--- src/rtl/psns_pkg.sv ---
// Shared constants, codes and types of the point store with nearest search.
package psns_pkg;

  localparam int CAPACITY   = 256;
  localparam int COORD_BITS = 16;

  localparam int IDX_W  = $clog2(CAPACITY);
  localparam int CNT_W  = $clog2(CAPACITY + 1);
  localparam int DIFF_W = COORD_BITS + 1;
  localparam int SQ_W   = 2 * COORD_BITS;
  localparam int DIST_W = SQ_W + 1;
  localparam int PT_W   = 2 * COORD_BITS;

  localparam int KIND_W   = 2;
  localparam int STATUS_W = 2;
  localparam int SLOT_W   = 8;
  localparam int RCNT_W   = 9;

  typedef enum logic [KIND_W-1:0] {
    KIND_INSERT = 2'd0,
    KIND_DELETE = 2'd1,
    KIND_FIND   = 2'd2
  } kind_e;

  typedef enum logic [STATUS_W-1:0] {
    STATUS_OK    = 2'd0,
    STATUS_FULL  = 2'd1,
    STATUS_EMPTY = 2'd2
  } status_e;

  // One candidate point leaving the distance pipeline.
  typedef struct packed {
    logic [IDX_W-1:0]             idx;
    logic signed [COORD_BITS-1:0] x;
    logic signed [COORD_BITS-1:0] y;
    logic [DIST_W-1:0]            sq_dist;
  } cand_t;

  // One result, as it is held before and in the output register.
  typedef struct packed {
    logic [STATUS_W-1:0]          status;
    logic [SLOT_W-1:0]            slot_index;
    logic signed [COORD_BITS-1:0] near_x;
    logic signed [COORD_BITS-1:0] near_y;
    logic [RCNT_W-1:0]            removed_count;
    logic [RCNT_W-1:0]            entries_now;
  } rsp_t;

endpackage

--- src/rtl/psns_dist.sv ---
// Two-stage squared-distance pipeline: squares of the differences, then their sum.
module psns_dist import psns_pkg::*; (
  input  logic                         clk_i,
  input  logic                         rst_ni,
  input  logic                         valid_i,
  input  logic [IDX_W-1:0]             idx_i,
  input  logic signed [COORD_BITS-1:0] x_i,
  input  logic signed [COORD_BITS-1:0] y_i,
  input  logic signed [COORD_BITS-1:0] px_i,
  input  logic signed [COORD_BITS-1:0] py_i,
  output logic                         valid_o,
  output cand_t                        cand_o,
  output logic                         busy_o
);

  logic signed [DIFF_W-1:0]   dx, dy;
  logic signed [2*DIFF_W-1:0] sqx_full, sqy_full;

  logic                         a_vld_q;
  logic [IDX_W-1:0]             a_idx_q;
  logic signed [COORD_BITS-1:0] a_x_q, a_y_q;
  logic [SQ_W-1:0]              a_sqx_q, a_sqy_q;

  logic  b_vld_q;
  cand_t b_cand_q;

  always_comb begin
    dx       = DIFF_W'(x_i) - DIFF_W'(px_i);
    dy       = DIFF_W'(y_i) - DIFF_W'(py_i);
    sqx_full = dx * dx;
    sqy_full = dy * dy;
  end

  always_ff @(posedge clk_i or negedge rst_ni) begin
    if (!rst_ni) begin
      a_vld_q <= 1'b0;
      b_vld_q <= 1'b0;
    end else begin
      a_vld_q <= valid_i;
      b_vld_q <= a_vld_q;
    end
  end

  always_ff @(posedge clk_i) begin
    a_idx_q          <= idx_i;
    a_x_q            <= x_i;
    a_y_q            <= y_i;
    a_sqx_q          <= sqx_full[SQ_W-1:0];
    a_sqy_q          <= sqy_full[SQ_W-1:0];
    b_cand_q.idx     <= a_idx_q;
    b_cand_q.x       <= a_x_q;
    b_cand_q.y       <= a_y_q;
    b_cand_q.sq_dist <= {1'b0, a_sqx_q} + {1'b0, a_sqy_q};
  end

  assign valid_o = b_vld_q;
  assign cand_o  = b_cand_q;
  assign busy_o  = a_vld_q | b_vld_q;

endmodule

--- config.mk ---
export PLATFORM = sky130hd
export DESIGN_NAME = psns_dist
export DESIGN_NICKNAME = d
export VERILOG_FILES = /design/src/rtl/psns_pkg.sv /design/src/rtl/psns_dist.sv
export SDC_FILE = /design/constraint.sdc
export NUM_CORES = 1
export LEC_CHECK = 0
export ABC_AREA = 1
export BUFFER_PORTS_ARGS = -buffer_cell sky130_fd_sc_hd__buf_2
export CORE_MARGIN = 1.5
export CORE_UTILIZATION = 50
export CTS_BUF_LIST = sky130_fd_sc_hd__clkbuf_8
export CTS_CLUSTER_SIZE = 25
export DETAILED_ROUTE_END_ITERATION = 12
export PLACE_DENSITY = 0.71
export SYNTH_ARGS = -nofsm -noshare
export SYNTH_HDL_FRONTEND = slang
export SYNTH_SLANG_ARGS = --single-unit
--- constraint.sdc ---
create_clock -name clk_i -period 2.2 [get_ports clk_i]
set_input_delay 0.44 -clock clk_i [delete_from_list [all_inputs] [get_ports clk_i]]
set_output_delay 0.44 -clock clk_i [all_outputs]
set_load 0.05 [all_outputs]
# Yosys cells after proc, flatten, opt, wreduce, memory -nomap -nowiden
# Index checks and enable logic that the tools add are counted.
[classes]
add_sub_neg = 3
multipliers = 2
n_bitwise = 1
[op_table]
columns = ["cell", "count"]
rows = [
  ["multiplier 17 x 17 -> 32 bit", 2],
  ["subtractor 16 x 16 -> 17 bit", 2],
  ["adder 32 x 32 -> 33 bit", 1],
  ["bitwise OR 1 bit", 1],
]
[word_totals]
ff_bits = 179
inputBits = 75
out_inout_bits = 75
elab_cells = 17

# Logic depth before layout (Yosys ltp)
# Gate-level depths: netlist of the first run.
[depth]
word_depth = 2
ltp_mapped = 38
depth_no_buf = 37

# Worst setup path after synthesis of the first run
# No wires, ideal clock.
[synth_timing]
path_type = "input to register"
startpoint = "input port y_i[0]"
endpoint = "register a_sqy_q[20]"
setup_ns = 0.127
arrival_ns = 6.618
t_required_ns = 2.073
path_slack_ns = -4.544
cell_stages = 34
path_buffers = 1
path_cell_list = "inv_1 -> ha_1 -> fa_1 -> nand3b_1 -> nand2_1 -> nand2_1 -> nand2_2 -> nand3_1 -> nand2_2 -> a21oi_4 -> xnor2_2 -> buf_4 -> nand2_1 -> fa_1 -> inv_1 -> fa_1 -> inv_1 -> fa_1 -> inv_1 -> fa_1 -> fa_1 -> inv_1 -> fa_1 -> inv_1 -> ha_1 -> nand2_1 -> inv_1 -> nand2_1 -> nand2_1 -> inv_1 -> o21ai_0 -> a21oi_1 -> o21ai_0 -> xor2_1"
[synth_via]
elab_chain_cells = 2
[synth_lines]
columns = ["item", "line", "text"]
rows = [
  ["start: declaration", "psns_dist.sv:8", "input logic signed [COORD_BITS-1:0] y_i,"],
  ["subtractor 16 x 16 -> 17 bit", "psns_dist.sv:29", "dy = DIFF_W'(y_i) - DIFF_W'(py_i);"],
  ["multiplier 17 x 17 -> 32 bit", "psns_dist.sv:31", "sqy_full = dy * dy;"],
  ["net sqy_full[20]", "psns_dist.sv:17", "logic signed [2*DIFF_W-1:0] sqx_full, sqy_full;"],
  ["end signal: assignment", "psns_dist.sv:49", "a_sqy_q <= sqy_full[SQ_W-1:0];"],
  ["end: declaration", "psns_dist.sv:22", "logic [SQ_W-1:0] a_sqx_q, a_sqy_q;"],
]
# The timed path passes the listed nets, and every way through them passes these cells.

# Final worst setup path of the first run
[layout_timing]
startpoint = "input port px_i[8]"
endpoint = "register a_sqx_q[22]"
[layout_via]
elab_chain_cells = 2
[layout_lines]
columns = ["item", "line", "text"]
rows = [
  ["start: declaration", "psns_dist.sv:9", "input logic signed [COORD_BITS-1:0] px_i,"],
  ["subtractor 16 x 16 -> 17 bit", "psns_dist.sv:28", "dx = DIFF_W'(x_i) - DIFF_W'(px_i);"],
  ["multiplier 17 x 17 -> 32 bit", "psns_dist.sv:30", "sqx_full = dx * dx;"],
  ["net sqx_full[22]", "psns_dist.sv:17", ""],
  ["end signal: assignment", "psns_dist.sv:48", "a_sqx_q <= sqx_full[SQ_W-1:0];"],
  ["end: declaration", "psns_dist.sv:22", ""],
]
# The timed path passes the listed nets, and every way through them passes these cells.

==> results.tsv, run 1 <==
stage	metric	value	unit
run_status	status	finished with violations	
run_status	violations	negative setup slack	
worst_hold_path	hold_class	input pin to flop	
sta	drv_slew	0	
global_route	grt_max_degree	20	
clock_tree	clk-insertion-delay-late	0.58	ns
synthesis	synth_cells	3205	
sta	post-route-period-util	284.4	%
detailed_routing	vias_per_cell	5.099	
clock_tree	cts_sinks	177	
detailed_routing	wl_met1	32.35	mm
run	maxCapViolCount	0	
sta	setup_slack	-4.058	ns
clock_tree	clkTransAtPathRegs	0.10	ns
detailed_routing	detail_route.wirelength	80.05	mm
worst_setup_path	crit_arrival	6.72	ns
synthesis	synth.cell_area	26620	sq um
clock_tree	ctsHtreeMaxLevel	4	
clock_tree	cts-buffers-inserted	17	
placed_design	io_buffers	149	
worst_setup_path	r2r-end	cand_o[30]	
detailed_routing	drt_iter0_markers	1463	
worst_setup_path	slowest_stage	fa_1	
sta	finalSetupViolCount	58	
global_route	antenna_found_initial	0	
worst_setup_path	reg2reg_depth	10	
placed_design	placedCellCount	4544	
global_route	grt_use_total	28.91	%
worst_setup_path	worst-setup-path-type	input pin to flop	
floorplan	die_x	233.8	microns
worst_hold_path	holdCritStartpoint	y_i[6]	
global_route	grt_pass1_wl	123.2	mm
sta	relSlewSlack	69.76	%
worst_setup_path	cp-start-kind	input pin	
sta	finalHoldViolCount	0	
floorplan	dieArea	54640	sq um
worst_setup_path	reg2reg_from	a_sqy_q[10]	
worst_hold_path	min_to	a_y_q[6]	
finish	drive_above_1_share	37.64	%
sta	worst_pin_slew	0.4526	ns
worst_setup_path	crit_fanout	7	
synthesis	synth_seq_area_share	13.35	%
finish	diodes	0	
sta	rsz0062_at_grt	true	
detailed_routing	dr_wl_met2	39.36	mm
synthesis	synth_seq_cells	177	
floorplan	io_pins	150	
worst_setup_path	cp-end-kind	flop	
worst_setup_path	critPathRequiredTime	2.66	ns
detailed_routing	met3WireLength	5.456	mm
placed_design	gp_congestion	0.9747	
global_route	overflow	0	
finish	layout_common_cells	inv_1 (755), buf_4 (520), fa_1 (470), nand2_1 (404), nor2_1 (197)	
sta	clock.fmax	0.1598	GHz
clock_tree	cts_max_path_buffers	2	
sta	whs	0.04245	ns
global_route	first_global_vias	25280	
worst_setup_path	cp_slowest_stage_delay	0.56	ns
sta	fin_crit	6.258	ns
clock_tree	cts_root_buffer	clkbuf_8	
finish	areaGrowthSynthToFinish	42.55	%
placed_design	dp_slack	-4.785	ns
worst_hold_path	whs_path_depth	1	
finish	final_cell_count_no_fill	4700	
synthesis	synth_nets	4017	
finish	final_common_cell	inv_1	
floorplan	coreArea	52550	sq um
floorplan	dieHeight	233.8	microns
detailed_routing	vias	23970	
synthesis	synth.avg_cell_area	8.307	sq um
floorplan	initial_core_util	50.66	%
detailed_routing	antenna_left	0	
synthesis	synth_top_area_share	38.87	%
placed_design	hpwl	61.24	mm
floorplan	row_count	84	
detailed_routing	firstDrtPassIters	6	
synthesis	ys_warn_count	0	
detailed_routing	wl_per_cell	17.03	microns
sta	skew	0.03293	ns
synthesis	synthTopCellsByArea	fa_1 (39%), dfxtp_1 (13%), inv_1 (12%)	
synthesis	synth_cell_types	46	
finish	layout.nets	4811	
detailed_routing	drc	0	
worst_setup_path	cp_common_cell	fa_1	
sta	totalNegativeSetupSlack	-197.70	ns
detailed_routing	top_layer	met4	
synthesis	yosys.area.top_type	fa_1	
clock_tree	cts_tree	built	
worst_setup_path	rrSetupSlack	0.11	ns
-- routing by layer --
layer | global-route usage [%] | vias up
met1 | 37.53 | 11780
met4 | 8.514 | 0
met5 | 0 | -
met2 | 49.57 | 906
li1 | - | 11050
met3 | 4.900 | 231
-- cell families (layout without fill, tap and decap cells) --
| family | after synthesis | after routing | synth area share [%] |
|---|---|---|---|
| and+or+nand+nor | 1043 | 1044 | 15.88 |
| buffers and inverters | 916 | 1722 | 13.07 |
| adders and majority gates | 737 | 737 | 49.21 |
| AOI/OAI and AO/OA | 233 | 233 | 4.958 |
| DFF | 177 | 177 | 13.35 |
| xor gates and xnor gates | 98 | 98 | 3.492 |
| muxes | 1 | 1 | 0.03760 |
-- cell type report --
class                           count  area (sq um)
Timing Repair Buffer              814          6499
Sequential cell                   177          3553
Fill cell                        3509         14600
Tap cell                          688         860.8
Clock inverter                     15         147.6
Inverter                          876          3376
Multi-Input combinational cell   2113         23280
Clock buffer                       17         234.0
-- worst max-delay path by stage --
stage / start / endpoint / slack (ns) / cells past startpoint
2_1_floorplan: y_i[0] / a_sqy_q[22] / -4.24 / 32
3_3_place_gp: y_i[0] / a_sqy_q[23] / -4.60 / 32
3_5_place_dp: x_i[0] / a_sqx_q[31] / -4.79 / 34
4_1_cts: x_i[0] / a_sqx_q[31] / -3.77 / 34
5_1_grt: px_i[8] / a_sqx_q[22] / -4.27 / 32
6_report: px_i[8] / a_sqx_q[22] / -4.06 / 32
-- critical path, delay by kind of cell --
family          cells  cell delay [ns]
fa+ha+maj           8             3.47
xor+xnor            2             0.36
simple gates        5             0.57
buf+inv            13             1.37
compound gates      4             0.48
-- Yosys cell counts (all sizes together) --
cell    number
a21oi      119
dfrtp        2
a211oi       1
inv        876
fa         517
a21o        17
o21a         6
mux2i        1
nor2       330
dfxtp      175
o221a        1
and3         3
or2          9
a31oi        4
and2         1
nor3        22
o21ai       59
nor4         3
buf         26
xnor2       24
nand2      532
ha         220
clkbuf      14
o31ai        5
nand4       26
a21boi       3
o21bai      12
xor2        74
o211ai       5
a221oi       1
nand3b       4
nand3      113
-- what timing repair did --
| action | CTS | global route |
|---|---|---|
| gates resized for setup | 459 | 274 |
| cloned | 2 | 0 |
| pin swaps | 246 | 195 |
| endpoints found under the hold margin | 34 | 0 |
| buffers inserted | 51 | 40 |
| hold buffers | 33 | 0 |
| endpoints found under the setup margin | 58 | 61 |
-- flip-flops by register name, indices dropped and copies added (netlist names) --
signal,count
a_idx_q,8
a_sqx_q,31
cand_o,73
a_x_q,16
a_sqy_q,31
a_y_q,16
valid_o,1
a_vld_q,1
-- metrics by stage --
| stage | area [sq um] | util (%) |
|---|---|---|
| floorplan | 27980 | - |
| global placement | 33510 | 63.76 |
| detailed placement | 33510 | 63.76 |
| CTS | 36510 | 69.47 |
| global route | 37950 | 72.22 |
| finish | 37950 | 72.22 |
Power of run 1 is not shown: default switching activity piles up to over one toggle a cycle in this logic, so the estimate is an artifact.
==> run 2, diff against run 1 <==
CORE_UTILIZATION = 46   (was 50)
PLACE_DENSITY = 0.67   (was 0.71)
==> run 2 against run 1 <==
Net effect: the run still ends with negative setup slack left; critical path depth is 2 higher; hold slack better by 0.042 ns; routed wire length is 5.7% lower; first-iteration DRC count is 8.5% higher; count of clock-buffer cells in the layout is 1 higher; flip-flop and latch count stayed put; via count is 3.3% lower.
==> results.tsv, run 2 (synthesized netlist as in run 1, its figures left out) <==
stage	metric	value	unit
worst_setup_path	cp-start-kind	input pin	
detailed_routing	vias_per_cell	4.831	
run	maxCapViolCount	0	
global_route	overflow	0	
detailed_routing	top_layer	met4	
global_route	grt_pass1_wl	122.2	mm
sta	setup_slack	-3.961	ns
sta	rsz0062_at_grt	true	
detailed_routing	dr_wl_met2	36.41	mm
worst_setup_path	r2r-end	cand_o[24]	
clock_tree	cts_max_path_buffers	2	
placed_design	hpwl	61.10	mm
clock_tree	clk-insertion-delay-late	0.58	ns
worst_setup_path	critPathTopFamily	adder cells	
worst_setup_path	cp-end-kind	flop	
floorplan	io_pins	150	
clock_tree	ctsHtreeMaxLevel	4	
sta	skew	0.02557	ns
worst_setup_path	crit_start	y_i[0]	
worst_setup_path	path_buf_inv	10	
floorplan	dieArea	59330	sq um
clock_tree	cts_tree	built	
floorplan	row_count	88	
worst_setup_path	crit_fanout	4	
detailed_routing	wl_met1	32.84	mm
sta	clock.fmax	0.1623	GHz
finish	final_common_cell	inv_1	
detailed_routing	detail_route.wirelength	75.48	mm
clock_tree	cts_root_buffer	clkbuf_8	
detailed_routing	drc	0	
run_status	status	finished with violations	
worst_setup_path	crit_end	a_sqy_q[19]	
worst_setup_path	cp_slowest_stage_delay	0.55	ns
floorplan	dieHeight	243.6	microns
sta	totalNegativeSetupSlack	-193.60	ns
detailed_routing	met3WireLength	4.413	mm
finish	layout.nets	4832	
worst_setup_path	rrSetupSlack	0.14	ns
sta	finalHoldViolCount	0	
detailed_routing	wl_per_cell	15.73	microns
floorplan	initial_core_util	46.32	%
global_route	grt_max_degree	20	
clock_tree	clkTransAtPathRegs	0.12	ns
clock_tree	cts-buffers-inserted	17	
worst_setup_path	crit_arrival	6.64	ns
placed_design	io_buffers	149	
finish	diodes	0	
worst_setup_path	slowest_stage	fa_2	
finish	drive_above_1_share	37.94	%
finish	areaGrowthSynthToFinish	43.11	%
detailed_routing	antenna_left	0	
sta	finalSetupViolCount	58	
floorplan	die_x	243.6	microns
worst_setup_path	reg2reg_from	a_sqx_q[12]	
detailed_routing	vias	23180	
worst_setup_path	worst-setup-path-type	input pin to flop	
sta	post-route-period-util	280.0	%
global_route	grt_use_total	26.01	%
finish	largest_reg_flops	73	
run_status	violations	negative setup slack	
detailed_routing	drt_iter0_markers	1588	
clock_tree	cts_sinks	177	
worst_hold_path	hold_class	input pin to flop	
worst_setup_path	reg2reg_depth	10	
sta	drv_slew	0	
global_route	antenna_found_initial	0	
sta	relSlewSlack	72.49	%
finish	layout_common_cells	inv_1 (755), buf_4 (556), fa_1 (464), nand2_1 (406), nor2_1 (192)	
worst_setup_path	crit_cells	34	
worst_setup_path	critPathRequiredTime	2.68	ns
detailed_routing	firstDrtPassIters	5	
floorplan	coreArea	57480	sq um
global_route	first_global_vias	24650	
sta	worst_pin_slew	0.4117	ns
placed_design	gp_congestion	0.9444	
sta	fin_crit	6.161	ns
==> run 2: changes by cell type in the layout (fill, tap and decap cells not counted), moves of 5 or more <==
cell,previous run,this run
inv_2,102,96
buf_6,84,67
ha_4,87,81
nand3_1,79,85
nor2_2,63,69
fa_1,470,464
buf_4,520,556
nor2_1,197,192
fa_2,47,53
inv_4,11,21
==> run 2: per-stage QoR <==
step           instances  area [sq um]  util, %  worst slack [ns]  hold slack (ns)
2_1_floorplan       3205         27980        -            -4.243           0.1444
3_5_place_dp        4606         33550    58.38            -4.759           0.2299
5_1_grt             4798         38100    66.29            -4.110          0.06740
3_3_place_gp        4606         33550    58.38            -4.700           0.2252
4_1_cts             4756         36750    63.94            -3.798          0.04265
6_report            4798         38100    66.29            -3.961          0.08407
==> run 2: cell type report <==
type                            instances  area [sq um]
Multi-Input combinational cell       2113         23190
Fill cell                            4405         19370
Timing Repair Buffer                  835          6603
Inverter                              876          3382
Clock buffer                           18         247.7
Sequential cell                       177          3553
Clock inverter                         14         167.7
Tap cell                              765         957.2
==> run 2: worst min path at each step <==
stage                      start        to  slack (ns)  cells after the start
final                     x_i[1]  a_x_q[1]        0.08                      2
after global routing      x_i[1]  a_x_q[1]        0.07                      2
after CTS                 x_i[1]  a_x_q[1]        0.04                      2
after detailed placement  rst_ni   valid_o        0.23                      1
after global placement    rst_ni   valid_o        0.23                      1
after floorplan           rst_ni   a_vld_q        0.14                      0
==> run 2: per-layer routing <==
layer | global-route usage [%] | up-vias
met5 | 0 | -
met4 | 6.954 | 0
met3 | 4.329 | 137
met2 | 43.69 | 661
met1 | 34.82 | 11300
li1 | - | 11080
==> run 2: repair_timing <==
item,4_1_cts,5_1_grt
pin swaps,256,230
cloned,2,0
setup buffers,84,43
endpoints found under the setup margin,58,62
resized for setup,436,266
endpoints found under the hold margin,37,0
hold buffers,36,0
==> run 2: worst reg2reg max path, stage by stage (launching register included) <==
cell and delay, ns:
dfxtp_1 0.33, ha_1 0.39, nand2_1 0.13, inv_1 0.10, nand3_1 0.09, nor2_1 0.25
nand4_1 0.17, nand3_1 0.21, nand2_1 0.07, nand2_1 0.10, xor2_1 0.17
Power of run 2 is left out for the same reason.
==> run 3, diff against run 2 <==
GPL_TIMING_DRIVEN = 0   (was default)
HOLD_SLACK_MARGIN = 0.1   (was default)
==> run 3 against run 2 <==
Net effect: the flow still finishes with violations (negative setup slack); global-route usage is 0.71 points lower; die area did not move; setup slack worse by 0.13 ns; critical path depth decreased by 6; cell count down 7.3%; critical endpoint is now a_sqx_q[30]; highest routed layer unchanged.
==> results.tsv, run 3 (synthesized netlist as in run 1, its figures left out) <==
stage	metric	value	unit
detailed_routing	wl_per_cell	17.24	microns
worst_setup_path	r2r-end	cand_o[31]	
placed_design	gp_congestion	0.9309	
worst_setup_path	critPathRequiredTime	2.67	ns
global_route	grt_max_degree	20	
detailed_routing	drc	0	
sta	finalSetupViolCount	58	
worst_setup_path	cp-end-kind	flop	
detailed_routing	vias	22610	
sta	fin_crit	6.293	ns
sta	skew	0.01340	ns
worst_hold_path	hold_class	input pin to asynchronous set/reset pin	
worst_setup_path	crit_start	x_i[0]	
sta	relSlewSlack	50.57	%
worst_setup_path	reg2reg_from	a_sqy_q[12]	
placed_design	io_buffers	149	
finish	drive_above_1_share	33.08	%
finish	final_cell_count_no_fill	4450	
clock_tree	cts_max_path_buffers	2	
global_route	grt_pass1_wl	117.6	mm
detailed_routing	detail_route.wirelength	76.73	mm
clock_tree	cts_tree	built	
floorplan	die_x	243.6	microns
global_route	grt_use_total	25.30	%
clock_tree	cts-buffers-inserted	17	
run	maxCapViolCount	0	
finish	layout.nets	4484	
clock_tree	cts_root_buffer	clkbuf_8	
sta	whs	0.1828	ns
placed_design	dp_slack	-5.550	ns
finish	diodes	0	
floorplan	coreArea	57480	sq um
floorplan	io_pins	150	
detailed_routing	vias_per_cell	5.081	
clock_tree	clk-insertion-delay-late	0.57	ns
sta	setup_slack	-4.093	ns
worst_setup_path	rrSetupSlack	0.12	ns
finish	layout_common_cells	inv_1 (740), fa_1 (462), nand2_1 (392), nor2_1 (199), buf_4 (183)	
run_status	violations	negative setup slack	
finish	finish.utilization	62.86	%
clock_tree	cts_sinks	177	
sta	rsz0062_at_grt	true	
global_route	overflow	0	
detailed_routing	drt_iter0_markers	1374	
detailed_routing	antenna_left	0	
global_route	first_global_vias	23580	
worst_setup_path	reg2reg_depth	10	
floorplan	row_count	88	
floorplan	initial_core_util	46.32	%
run_status	status	finished with violations	
sta	clock.fmax	0.1589	GHz
sta	worst_pin_slew	0.7415	ns
detailed_routing	firstDrtPassIters	5	
global_route	antenna_found_initial	0	
finish	final_common_cell	inv_1	
sta	drv_slew	0	
placed_design	placedCellCount	4119	
clock_tree	ctsHtreeMaxLevel	4	
finish	areaGrowthSynthToFinish	35.69	%
worst_setup_path	worst-setup-path-type	input pin to flop	
sta	finalHoldViolCount	0	
finish	largest_reg_flops	73	
worst_setup_path	crit_arrival	6.76	ns
worst_setup_path	crit_fanout	10	
placed_design	hpwl	56.71	mm
floorplan	dieHeight	243.6	microns
sta	post-route-period-util	286.1	%
worst_setup_path	cp-start-kind	input pin	
clock_tree	clkTransAtPathRegs	0.10	ns
floorplan	dieArea	59330	sq um
## run 3: worst max path at each step
stage	slack [ns]	endpoint
after floorplan	-4.24	a_sqy_q[22]
after global placement	-5.53	a_sqy_q[31]
after detailed placement	-5.55	a_sqy_q[31]
after CTS	-3.93	a_sqx_q[25]
after global routing	-4.29	a_sqx_q[25]
final	-4.09	a_sqx_q[30]
## run 3: per-layer routing
metal  wire length [microns]  track usage (%)
met1                   31400            33.17
met2                   37760            42.74
met3                    5196            4.373
met4                    2368            7.716
met5                       0                0
## run 3: final cells by class
cell class | instances | area [sq um]
clock buffer | 17 | 234.0
buffer | 39 | 514.2
tap | 765 | 957.2
timing repair buffer | 448 | 3606
multi-input combinational | 2113 | 23690
sequential | 177 | 3553
fill | 4523 | 21350
clock inverter | 15 | 187.7
inverter | 876 | 3381
## run 3: through the flow
| stage | setup TNS [ns] | area [sq um] |
|---|---|---|
| floorplan | -200.06 | 27980 |
| global placement | -247.96 | 29680 |
| detailed placement | -249.31 | 29680 |
| CTS | -184.70 | 34040 |
| global route | -204.01 | 36130 |
| finish | -194.96 | 36130 |
## run 3: critical path: stages
cell and delay [ns]:
buf_12 0.11, inv_12 0.04, ha_4 0.12, inv_4 0.03, fa_2 0.37, nand2_4 0.11
nand2_4 0.08, and2_4 0.19, xor2_4 0.22, inv_4 0.06, buf_12 0.16, nor2_2 0.13
fa_2 0.49, fa_2 0.59, inv_4 0.07, buf_6 0.11, fa_1 0.47, fa_1 0.56
fa_1 0.44, fa_1 0.53, inv_2 0.05, ha_4 0.28, a21oi_1 0.27, o21ai_1 0.19
a21oi_1 0.31, nand3_2 0.14, nand2_1 0.11, nand2_2 0.07
## run 3: timing repair
item / in CTS / in global routing
hold endpoints to repair: 43 / 0
buffers inserted: 175 / 83
pin swaps: 232 / 263
endpoints found under the setup margin: 60 / 63
gates cloned: 4 / 1
hold buffers: 42 / 0
gates resized for setup: 513 / 359
Power of run 3 is left out for the same reason.
